### src/hw/rtl/vfd_pkg.sv
// Shared types and constants for the varint frame deframer.
package vfd_pkg;

    localparam int unsigned VAL_W      = 62;
    localparam int unsigned BYTE_W     = 8;
    localparam int unsigned VLEFT_W    = 3;
    localparam int unsigned ROLE_W     = 2;
    localparam int unsigned IN_DATA_W  = 8;
    // frame_type, payload_length, header_done, payload_byte, status = 134 bits
    localparam int unsigned OUT_RAW_W  = 2 * VAL_W + 1 + BYTE_W + 1;
    localparam int unsigned OUT_DATA_W = ((OUT_RAW_W + 7) / 8) * 8;

    typedef enum logic [1:0] {
        PH_TYPE = 2'd0,
        PH_LEN  = 2'd1,
        PH_PAY  = 2'd2
    } phase_t;

    typedef enum logic [ROLE_W-1:0] {
        ROLE_TYPE = 2'd0,
        ROLE_LEN  = 2'd1,
        ROLE_PAY  = 2'd2
    } role_t;

    typedef struct packed {
        role_t              byte_role;
        logic [VAL_W-1:0]   frame_type;
        logic [VAL_W-1:0]   payload_length;
        logic               header_done;
        logic [BYTE_W-1:0]  payload_byte;
        logic               frame_end;
        logic               status;
    } result_t;

    // Bytes still due after the first byte of a varint, from its size prefix.
    function automatic logic [VLEFT_W-1:0] varint_rest(input logic [1:0] prefix);
        logic [VLEFT_W-1:0] rest;
        case (prefix)
            2'b00:   rest = 3'd0;
            2'b01:   rest = 3'd1;
            2'b10:   rest = 3'd3;
            default: rest = 3'd7;
        endcase
        return rest;
    endfunction

endpackage

### src/hw/rtl/vfd_parser.sv
// Frame parser state and the per-byte result logic.
module vfd_parser (
    input  logic                     clk,
    input  logic                     rst_n,
    input  logic                     take,
    input  logic [vfd_pkg::BYTE_W-1:0] data_byte,
    input  logic                     buffer_end,
    output vfd_pkg::result_t         result
);
    import vfd_pkg::*;

    phase_t             phase_reg,   phase_next;
    logic [VLEFT_W-1:0] vleft_reg,   vleft_next;
    logic [VAL_W-1:0]   acc_reg,     acc_next;
    logic [VAL_W-1:0]   held_reg,    held_next;
    logic [VAL_W-1:0]   pay_reg,     pay_next;

    logic               first_byte;
    logic [VAL_W-1:0]   vacc_step;
    logic [VLEFT_W-1:0] vleft_step;
    logic               vdone;
    logic [VAL_W-1:0]   pay_dec;

    assign first_byte = (vleft_reg == '0);
    assign vacc_step  = first_byte ? {{(VAL_W-6){1'b0}}, data_byte[5:0]}
                                   : {acc_reg[VAL_W-BYTE_W-1:0], data_byte};
    assign vleft_step = first_byte ? varint_rest(data_byte[7:6])
                                   : vleft_reg - 1'b1;
    assign vdone      = (vleft_step == '0);
    assign pay_dec    = pay_reg - 1'b1;

    always_comb
    begin
        phase_next = phase_reg;
        vleft_next = vleft_reg;
        acc_next   = acc_reg;
        held_next  = held_reg;
        pay_next   = pay_reg;
        result     = '0;

        case (phase_reg)
            PH_PAY:
            begin
                result.byte_role      = ROLE_PAY;
                result.payload_byte   = data_byte;
                result.frame_type     = held_reg;
                result.payload_length = acc_reg;
                pay_next              = pay_dec;
                if (pay_dec == '0)
                begin
                    result.frame_end = 1'b1;
                    phase_next       = PH_TYPE;
                end
            end
            PH_LEN:
            begin
                result.byte_role  = ROLE_LEN;
                result.frame_type = held_reg;
                acc_next          = vacc_step;
                vleft_next        = vleft_step;
                if (vdone)
                begin
                    result.header_done    = 1'b1;
                    result.payload_length = vacc_step;
                    pay_next              = vacc_step;
                    if (vacc_step == '0)
                    begin
                        result.frame_end = 1'b1;
                        phase_next       = PH_TYPE;
                    end
                    else
                    begin
                        phase_next = PH_PAY;
                    end
                end
            end
            default:
            begin
                // unused phase code behaves as the type phase
                result.byte_role = ROLE_TYPE;
                phase_next       = PH_TYPE;
                acc_next         = vacc_step;
                vleft_next       = vleft_step;
                if (vdone)
                begin
                    held_next         = vacc_step;
                    result.frame_type = vacc_step;
                    acc_next          = '0;
                    phase_next        = PH_LEN;
                end
            end
        endcase

        // buffer ran out inside a frame: flag it and start over
        if (buffer_end && !result.frame_end)
        begin
            result.status = 1'b1;
            phase_next    = PH_TYPE;
            vleft_next    = '0;
            acc_next      = '0;
            held_next     = '0;
            pay_next      = '0;
        end
    end

    always_ff @(posedge clk or negedge rst_n)
    begin
        if (!rst_n)
        begin
            phase_reg <= PH_TYPE;
            vleft_reg <= '0;
            acc_reg   <= '0;
            held_reg  <= '0;
            pay_reg   <= '0;
        end
        else if (take)
        begin
            phase_reg <= phase_next;
            vleft_reg <= vleft_next;
            acc_reg   <= acc_next;
            held_reg  <= held_next;
            pay_reg   <= pay_next;
        end
    end

endmodule

### src/hw/rtl/vfd_out_reg.sv
// Result register with valid flag toward the output stream.
module vfd_out_reg (
    input  logic             clk,
    input  logic             rst_n,
    input  logic             load,
    input  vfd_pkg::result_t result,
    input  logic             out_ready,
    output logic             out_valid,
    output logic             can_load,
    output vfd_pkg::result_t held
);
    import vfd_pkg::*;

    logic    valid_reg, valid_next;
    result_t data_reg;

    assign can_load   = !valid_reg || out_ready;
    assign valid_next = load ? 1'b1 : (valid_reg && !out_ready);
    assign out_valid  = valid_reg;
    assign held       = data_reg;

    always_ff @(posedge clk or negedge rst_n)
    begin
        if (!rst_n)
        begin
            valid_reg <= 1'b0;
        end
        else
        begin
            valid_reg <= valid_next;
        end
    end

    always_ff @(posedge clk)
    begin
        if (load)
        begin
            data_reg <= result;
        end
    end

endmodule

### src/hw/rtl/varint_frame_deframer.sv
// Top level of the varint frame deframer.
//
//  channel  | dir | tdata                  | tuser     | tlast
//  s_axis   | in  | data_byte              | -         | buffer_end
//  m_axis   | out | type,len,hdr,byte,stat | byte_role | frame_end
//
// One byte in, one result out; a byte is taken every cycle as long as the
// result register is empty or being drained in the same cycle. Results are
// registered: m_tvalid rises in the cycle after a byte is taken. The parser
// state (phase, varint and payload counters) updates as the byte is taken.
// rst_n clears the parser to its start-of-frame state and empties the
// result register. A stall on m_tready holds the result and drops s_tready.
module varint_frame_deframer (
    input  logic                           clk,
    input  logic                           rst_n,
    input  logic                           s_tvalid,
    output logic                           s_tready,
    input  logic [vfd_pkg::IN_DATA_W-1:0]  s_tdata,   // [7:0] data_byte
    input  logic                           s_tlast,   // buffer_end
    output logic                           m_tvalid,
    input  logic                           m_tready,
    // [61:0] frame_type, [123:62] payload_length, [124] header_done,
    // [132:125] payload_byte, [133] status, [135:134] zero
    output logic [vfd_pkg::OUT_DATA_W-1:0] m_tdata,
    output logic [vfd_pkg::ROLE_W-1:0]     m_tuser,   // [1:0] byte_role
    output logic                           m_tlast    // frame_end
);
    import vfd_pkg::*;

    logic    take;
    logic    can_load;
    result_t step_res;
    result_t out_res;

    assign s_tready = can_load;
    assign take     = s_tvalid && can_load;

    vfd_parser u_parser (
        .clk        (clk),
        .rst_n      (rst_n),
        .take       (take),
        .data_byte  (s_tdata[BYTE_W-1:0]),
        .buffer_end (s_tlast),
        .result     (step_res)
    );

    vfd_out_reg u_out_reg (
        .clk       (clk),
        .rst_n     (rst_n),
        .load      (take),
        .result    (step_res),
        .out_ready (m_tready),
        .out_valid (m_tvalid),
        .can_load  (can_load),
        .held      (out_res)
    );

    assign m_tdata = {{(OUT_DATA_W-OUT_RAW_W){1'b0}},
                      out_res.status,
                      out_res.payload_byte,
                      out_res.header_done,
                      out_res.payload_length,
                      out_res.frame_type};
    assign m_tuser = out_res.byte_role;
    assign m_tlast = out_res.frame_end;

endmodule

### config.mk
export PLATFORM = sky130hd
export DESIGN_NAME = varint_frame_deframer
export DESIGN_NICKNAME = d
export VERILOG_FILES = /design/src/hw/rtl/vfd_pkg.sv /design/src/hw/rtl/vfd_parser.sv /design/src/hw/rtl/vfd_out_reg.sv /design/src/hw/rtl/varint_frame_deframer.sv
export SDC_FILE = /design/constraint.sdc
export NUM_CORES = 1
export LEC_CHECK = 0
export BUFFER_PORTS_ARGS = -buffer_cell sky130_fd_sc_hd__buf_2
export CAP_MARGIN = 20
export CORE_UTILIZATION = 35
export CTS_CLUSTER_SIZE = 14
export DETAILED_ROUTE_END_ITERATION = 6
export PLACE_DENSITY_LB_ADDON = 0.05
export SETUP_SLACK_MARGIN = 0.3
export SKIP_CTS_REPAIR_TIMING = 1
export SLEW_MARGIN = 20
export SYNTH_ARGS = -nofsm -noshare
export SYNTH_HDL_FRONTEND = slang
export SYNTH_SLANG_ARGS = --single-unit
### constraint.sdc
create_clock -name clk -period 7.27 [get_ports clk]
set_input_delay 0.3635 -clock clk [delete_from_list [all_inputs] [get_ports clk]]
set_output_delay 0.3635 -clock clk [all_outputs]
set_load 0.01 [all_outputs]
==> results.json, run 1 <==
{
  "tightestPinTransition_ns": 1.05,
  "critPathKind": "flip-flop to flip-flop",
  "ys_ff_latch": 329,
  "fin_cells": 2377,
  "p_switching_mw": 2.16,
  "drt_iter0_markers": 1482,
  "dp_cells": 2304,
  "cts_root_buf": "clkbuf_16",
  "hold_violations": 0,
  "track_usage": 0.255,
  "dieArea_um2": 48400,
  "grt_max_degree": 129,
  "place_congestion": 0.933,
  "vias": 14080,
  "grt_pass1_vias": 13454,
  "async_flop_share": 0.584,
  "die_height_um": 220,
  "rsz0062_at_grt": "no",
  "crit_path_end_kind": "flip-flop",
  "outcome": "finished with violations",
  "fmax_mhz": 175,
  "coreArea_um2": 46700,
  "slew_viol_final": 0,
  "p_int_mw": 3.77,
  "start_util": 0.356,
  "worst_skew_pair.late_latency_ns": 0.56,
  "period_share": 0.788,
  "num_antenna_cells": 0,
  "drc": 30,
  "fillers": 4638,
  "maxCapViolCount": 0,
  "relSlewSlack": 0.295,
  "worstPathRequired_ns": 7.76,
  "synth_cell_types": 77,
  "syn_avg_cell_area_um2": 10.1,
  "wl_per_cell_um": 25.8,
  "antenna_found_initial": 0,
  "die_w_um": 220,
  "pin_count": 154,
  "synth-seq-area-share": 0.537,
  "power.density_nw_per_um2": 309,
  "fp-row-count": 79,
  "swShare": 0.365,
  "wl_um": 61400,
  "overflow": 0,
  "path_clk_slew_ns": 0.06,
  "holdWs_ns": 0.0256,
  "fin_skew_ns": 0.0127,
  "fin_nets": 1758,
  "hpwlAfterDp_um": 41700,
  "period_minus_slack_ns": 5.73,
  "fin_setup_tns_ns": 0,
  "drive_gt1_frac": 0.156,
  "combPwrFrac": 0.253,
  "htreeDepth": 2,
  "syn_inst": 1653,
  "yosys_warnings": 0,
  "syn2layout_area_growth_pct": 15.5,
  "largest_register_ffs": 137,
  "synth_area_um2": 16600,
  "final_antenna_net_count": 0,
  "critPathLaunchType": "flip-flop",
  "power_leakage_nw": 7.21,
  "cts_tree": "built",
  "cts.sinks": 329,
  "clkPwrFrac": 0.334,
  "firstDrtPassIters": 7,
  "utilization": 0.411,
  "hold_path.class": "input pin to flip-flop",
  "grt_first_pass_wirelength_um": 91500,
  "ir_worst_vdd_uv": 224,
  "cp_common_cell": "nor4_1",
  "clk_path_buf_depth": 3,
  "cp_max_fo": 26,
  "pwr-share-seq": 0.412,
  "slowest_stage": "o21ai_4",
  "synth_edf_count": 137,
  "cts_made_buffers": 39,
  "avgViaCountPerCell": 5.92,
  "setup_viol": 0,
  "violations": "DRC",
  "cpPeakStageDelay_ns": 0.86,
  "worstPathArrival_ns": 6.22,
  "port_buffers": 151,
  "worstPathCellList": "or4_1, nor3_2, nand2_1, nor4_1, xnor2_1, nand3_1, nor4_1, and2_1, a221oi_1, o21ai_4, buf_4, a22o_1",
  "ys.flop_type": "dfrtp_1"
}
## through the flow
step / cell area [µm²] / setup slack [ns] / power, mW
2_1_floorplan: 16600 / 1.47 / 3.39
3_3_place_gp: 17900 / 1.64 / 3.96
3_5_place_dp: 17900 / 1.57 / 3.96
4_1_cts: 19200 / 1.53 / 5.96
5_1_grt: 19200 / 1.17 / 6.21
6_report: 19200 / 1.54 / 5.93
## routing by layer
| layer | vias to the layer above | routed length (µm) | GRT usage |
|---|---|---|---|
| met4 | 0 | 1870 | 0.0901 |
| met3 | 102 | 4100 | 0.0349 |
| met1 | 7020 | 29200 | 0.389 |
| li1 | 6403 | - | - |
| met2 | 555 | 26200 | 0.366 |
| met5 | - | 0 | 0 |
## cell families (layout without fill, tap and decap cells)
logic type      Yosys count  after routing  synth area share
fa+ha+maj                 6              6           0.00452
flops                   329            329             0.537
compound gates          440            440             0.193
xor+xnor                 22             22            0.0116
simple gates            685            685             0.211
buf+inv                 166            282            0.0407
other cells               1              2          0.000226
mux                       4              4           0.00264
## cell usage after synthesis (4+ instances only)
library cell / number / area share
a21boi_0: 4 / 0.0018
a21oi_1: 37 / 0.011
a221o_1: 8 / 0.0048
a22o_1: 115 / 0.061
a22oi_1: 65 / 0.029
a31oi_1: 7 / 0.0026
and2_1: 13 / 0.0049
and3_1: 7 / 0.0026
buf_1: 11 / 0.0025
buf_2: 16 / 0.0048
clkbuf_1: 105 / 0.024
dfrtp_1: 192 / 0.29
edfxtp_1: 137 / 0.25
ha_1: 6 / 0.0045
inv_1: 24 / 0.0054
nand2_1: 189 / 0.043
nand2b_1: 15 / 0.0056
nand3_1: 73 / 0.022
nand4_1: 37 / 0.014
nand4b_1: 9 / 0.0047
nor2_1: 131 / 0.030
nor2b_1: 57 / 0.021
nor3_1: 40 / 0.012
nor4_1: 46 / 0.017
o211ai_1: 13 / 0.0059
o21a_1: 5 / 0.0023
o21ai_0: 41 / 0.012
o21ai_1: 49 / 0.015
o221ai_1: 16 / 0.0084
o22ai_1: 10 / 0.0038
o2bb2ai_1: 5 / 0.0026
o31a_1: 8 / 0.0042
o31ai_1: 37 / 0.017
or3_1: 19 / 0.0072
or4_1: 19 / 0.0086
xnor2_1: 11 / 0.0058
xor2_1: 11 / 0.0058
## power by group through the flow
stage	Clock, mW	Combinational, mW	Sequential (mW)
floorplan	0	1.06	2.33
global placement	0	1.49	2.47
detailed placement	0	1.50	2.47
CTS	2.03	1.50	2.44
global route	2.10	1.64	2.48
finish	1.98	1.50	2.45
## layout by cell type (no fill, tap or decap), types with 37 or more instances in the layout
cell	synthesis	final
dfrtp_1	192	192
nand2_1	189	188
buf_2	16	150
edfxtp_1	137	137
nor2_1	131	131
a22o_1	115	115
nand3_1	73	73
a22oi_1	65	65
nor2b_1	57	57
o21ai_1	49	48
nor4_1	46	46
o21ai_0	41	41
clkbuf_16	0	40
nor3_1	40	39
nand4_1	37	37
o31ai_1	37	37
## critical path, delay by kind of cell, from the launching register on
family / cells / cell delay, ns
AND/OR/NAND/NOR: 7 / 3.26
AO/OA/AOI/OAI: 3 / 1.20
flip-flops: 1 / 0.48
buffers and inverters: 1 / 0.42
XOR/XNOR: 1 / 0.27
## cell type report
type,count,area (µm²),share of cell area
Clock buffer,58,1120,0.0583
Clock inverter,14,160,0.00834
Inverter,28,110,0.00574
Multi-Input combinational cell,1159,7090,0.369
Sequential cell,329,8920,0.465
Tap cell,607,759,0.0396
Timing Repair Buffer,182,1040,0.0542
## worst paths after layout
check	start	endpoint	slack, ns	depth (start not counted)
worst min-delay path	s_tvalid	u_out_reg.out_valid$_DFF_PN0_	0.03	2
max in group asynchronous	rst_n	u_parser.held_reg[22]$_DFFE_PN0P_	5.53	3
min in group asynchronous	rst_n	u_parser.pay_reg[36]$_DFFE_PN0P_	0.41	2
worst max-delay path	u_parser.pay_reg[2]$_DFFE_PN0P_	u_parser.held_reg[47]$_DFFE_PN0P_	1.54	12
worst min register to register	u_parser.vleft_reg[1]$_DFFE_PN0P_	u_parser.vleft_reg[1]$_DFFE_PN0P_	0.48	2
worst max register to register	u_parser.pay_reg[2]$_DFFE_PN0P_	u_parser.held_reg[47]$_DFFE_PN0P_	1.54	12
Power figures use the tool's default switching activity.
==> inputs of run 2 (changes only) <==
Clock period 7.27 ns to 5.6 ns, I/O delays scaled along.
==> run 2 against run 1 <==
  * The run still ends with DRC left
  * Maximum frequency rose by 14%
  * Cell count grew 2.2%
  * Worst setup slack got worse by 0.97 ns
  * Routed wire length increased by 3.1%
  * Sequential share of layout area fell by 1.1 points
  * Combinational power up 41%
  * Critical endpoint is now u_parser.pay_reg[14]$_DFFE_PN0P_
  * Die area unchanged
  * Global-route usage increased by 0.69 points
  * Non-clock buffer count up 52
  * Clock-buffer cell count decreased by 2
  * Via count increased by 2.6%
  * Highest routed layer unchanged
  * Sequential power rose by 29%
==> results.json, run 2 (synthesized netlist as in run 1, its figures left out) <==
{
  "dieArea_um2": 48400,
  "port_buffers": 151,
  "cts_root_buf": "clkbuf_16",
  "vias": 14453,
  "relSlewSlack": 0.288,
  "die_height_um": 220,
  "dp_cells": 2355,
  "fin_cells": 2430,
  "hp-start": "m_tready",
  "crit_start": "u_parser.pay_reg[2]$_DFFE_PN0P_",
  "cp_max_fo": 36,
  "die_w_um": 220,
  "hold_violations": 0,
  "critPathKind": "flip-flop to flip-flop",
  "period_share": 0.899,
  "num_antenna_cells": 0,
  "tightestPinTransition_ns": 1.07,
  "cts_tree": "built",
  "clk_path_buf_depth": 3,
  "grt_max_degree": 147,
  "fin_skew_ns": 0.0181,
  "power_leakage_nw": 7.49,
  "fmax_mhz": 199,
  "place_congestion": 0.933,
  "worstPathRequired_ns": 6.06,
  "firstDrtPassIters": 7,
  "fp-row-count": 79,
  "period_minus_slack_ns": 5.03,
  "crit_path_end_kind": "flip-flop",
  "slowest_stage": "or4_1",
  "worstPathArrival_ns": 5.49,
  "hold_path.class": "input pin to flip-flop",
  "ir_worst_vdd_uv": 207,
  "slew_viol_final": 0,
  "clkPwrFrac": 0.330,
  "drc": 30,
  "final_common_cell": "dfrtp_1",
  "grt_first_pass_wirelength_um": 94100,
  "overflow": 0,
  "pin_count": 154,
  "track_usage": 0.262,
  "cpPeakStageDelay_ns": 0.73,
  "wl_per_cell_um": 26.0,
  "rsz0062_at_grt": "no",
  "outcome": "finished with violations",
  "drive_gt1_frac": 0.180,
  "fin_nets": 1811,
  "cts_made_buffers": 40,
  "final_antenna_net_count": 0,
  "setup_viol": 0,
  "holdPathEnd": "u_out_reg.out_valid$_DFF_PN0_",
  "grt_pass1_vias": 13646,
  "r2r_cells": 15,
  "hold_depth": 3,
  "wl_um": 63300,
  "path_clk_slew_ns": 0.06,
  "worstPathCellList": "or4_1, nor3_4, nand2_1, nor4_1, xnor2_1, nand3_1, nor4_1, buf_4, nand3_1, buf_4, nand2_2, buf_12, buf_12, o21ai_0, a32o_1",
  "pwr-share-seq": 0.401,
  "reg2reg_slack_ns": 0.57,
  "power.density_nw_per_um2": 400,
  "critPathLaunchType": "flip-flop",
  "combPwrFrac": 0.270,
  "fin_setup_tns_ns": 0,
  "htreeDepth": 2,
  "largest_register_ffs": 137,
  "swShare": 0.369,
  "dpl_worst_slack_ns": 0.448,
  "cts.sinks": 329,
  "syn2layout_area_growth_pct": 18.4,
  "worst_skew_pair.late_latency_ns": 0.58,
  "antenna_found_initial": 0,
  "coreArea_um2": 46700,
  "regToRegEndpoint": "u_parser.pay_reg[14]$_DFFE_PN0P_",
  "drt_iter0_markers": 1398,
  "p_int_mw": 4.97,
  "r2r_start": "u_parser.pay_reg[2]$_DFFE_PN0P_",
  "worst_slack_ns": 0.567,
  "maxCapViolCount": 0,
  "hpwlAfterDp_um": 43800,
  "start_util": 0.356,
  "p_switching_mw": 2.90,
  "avgViaCountPerCell": 5.95,
  "final_cell_mix": "dfrtp_1 (192), nand2_1 (188), buf_2 (150), edfxtp_1 (137), nor2_1 (131)",
  "violations": "DRC"
}
==> run 2: worst max-delay path by stage <==
stage                                            end  slack, ns  depth (start not counted)
finish              u_parser.pay_reg[14]$_DFFE_PN0P_       0.57                         15
detailed placement  u_parser.pay_reg[14]$_DFFE_PN0P_       0.45                         14
global placement    u_parser.pay_reg[14]$_DFFE_PN0P_       0.47                         14
global route        u_parser.pay_reg[14]$_DFFE_PN0P_       0.31                         15
CTS                 u_parser.pay_reg[14]$_DFFE_PN0P_       0.42                         14
floorplan           u_parser.acc_reg[20]$_DFFE_PN0P_       1.43                         16
==> run 2: worst max-delay path, delay by kind of cell (launching register included) <==
family / cells / cell delay (ns)
DFF: 1 / 0.49
buffers and inverters: 4 / 0.80
and+or+nand+nor: 8 / 2.91
xor gates and xnor gates: 1 / 0.27
AOI/OAI and AO/OA: 2 / 0.44
==> run 2: through the flow <==
stage               utilization  hold slack [ns]  total power [mW]  cell area [µm²]
finish                    0.422           0.0214              7.87            19700
global route              0.422           0.0668              8.21            19700
CTS                       0.421           -0.322              7.89            19600
detailed placement        0.393            0.276              5.27            18300
global placement          0.393            0.275              5.27            18300
floorplan                     -          -0.0156              4.39            16600
==> run 2: per-layer routing <==
metal / vias up / wire length [µm] / track usage
met5: - / 0 / 0
li1: 6492 / - / -
met1: 7361 / 30400 / 0.400
met2: 516 / 27700 / 0.384
met3: 84 / 3850 / 0.0384
met4: 0 / 1260 / 0.0662
==> run 2: power groups by stage <==
stage                     Clock (mW)  Sequential [mW]  Combinational [mW]
after floorplan                    0             3.02                1.38
after global placement             0             3.18                2.09
after detailed placement           0             3.18                2.09
after CTS                       2.66             3.14                2.10
after global routing            2.74             3.19                2.29
final                           2.60             3.15                2.12
==> run 2: layout make-up <==
type	count	area [µm²]
fill	4644	27000
sequential	329	8920
multi-input combinational	1159	7100
timing repair buffer	234	1490
clock buffer	56	1100
tap	607	759
clock inverter	17	189
inverter	28	110
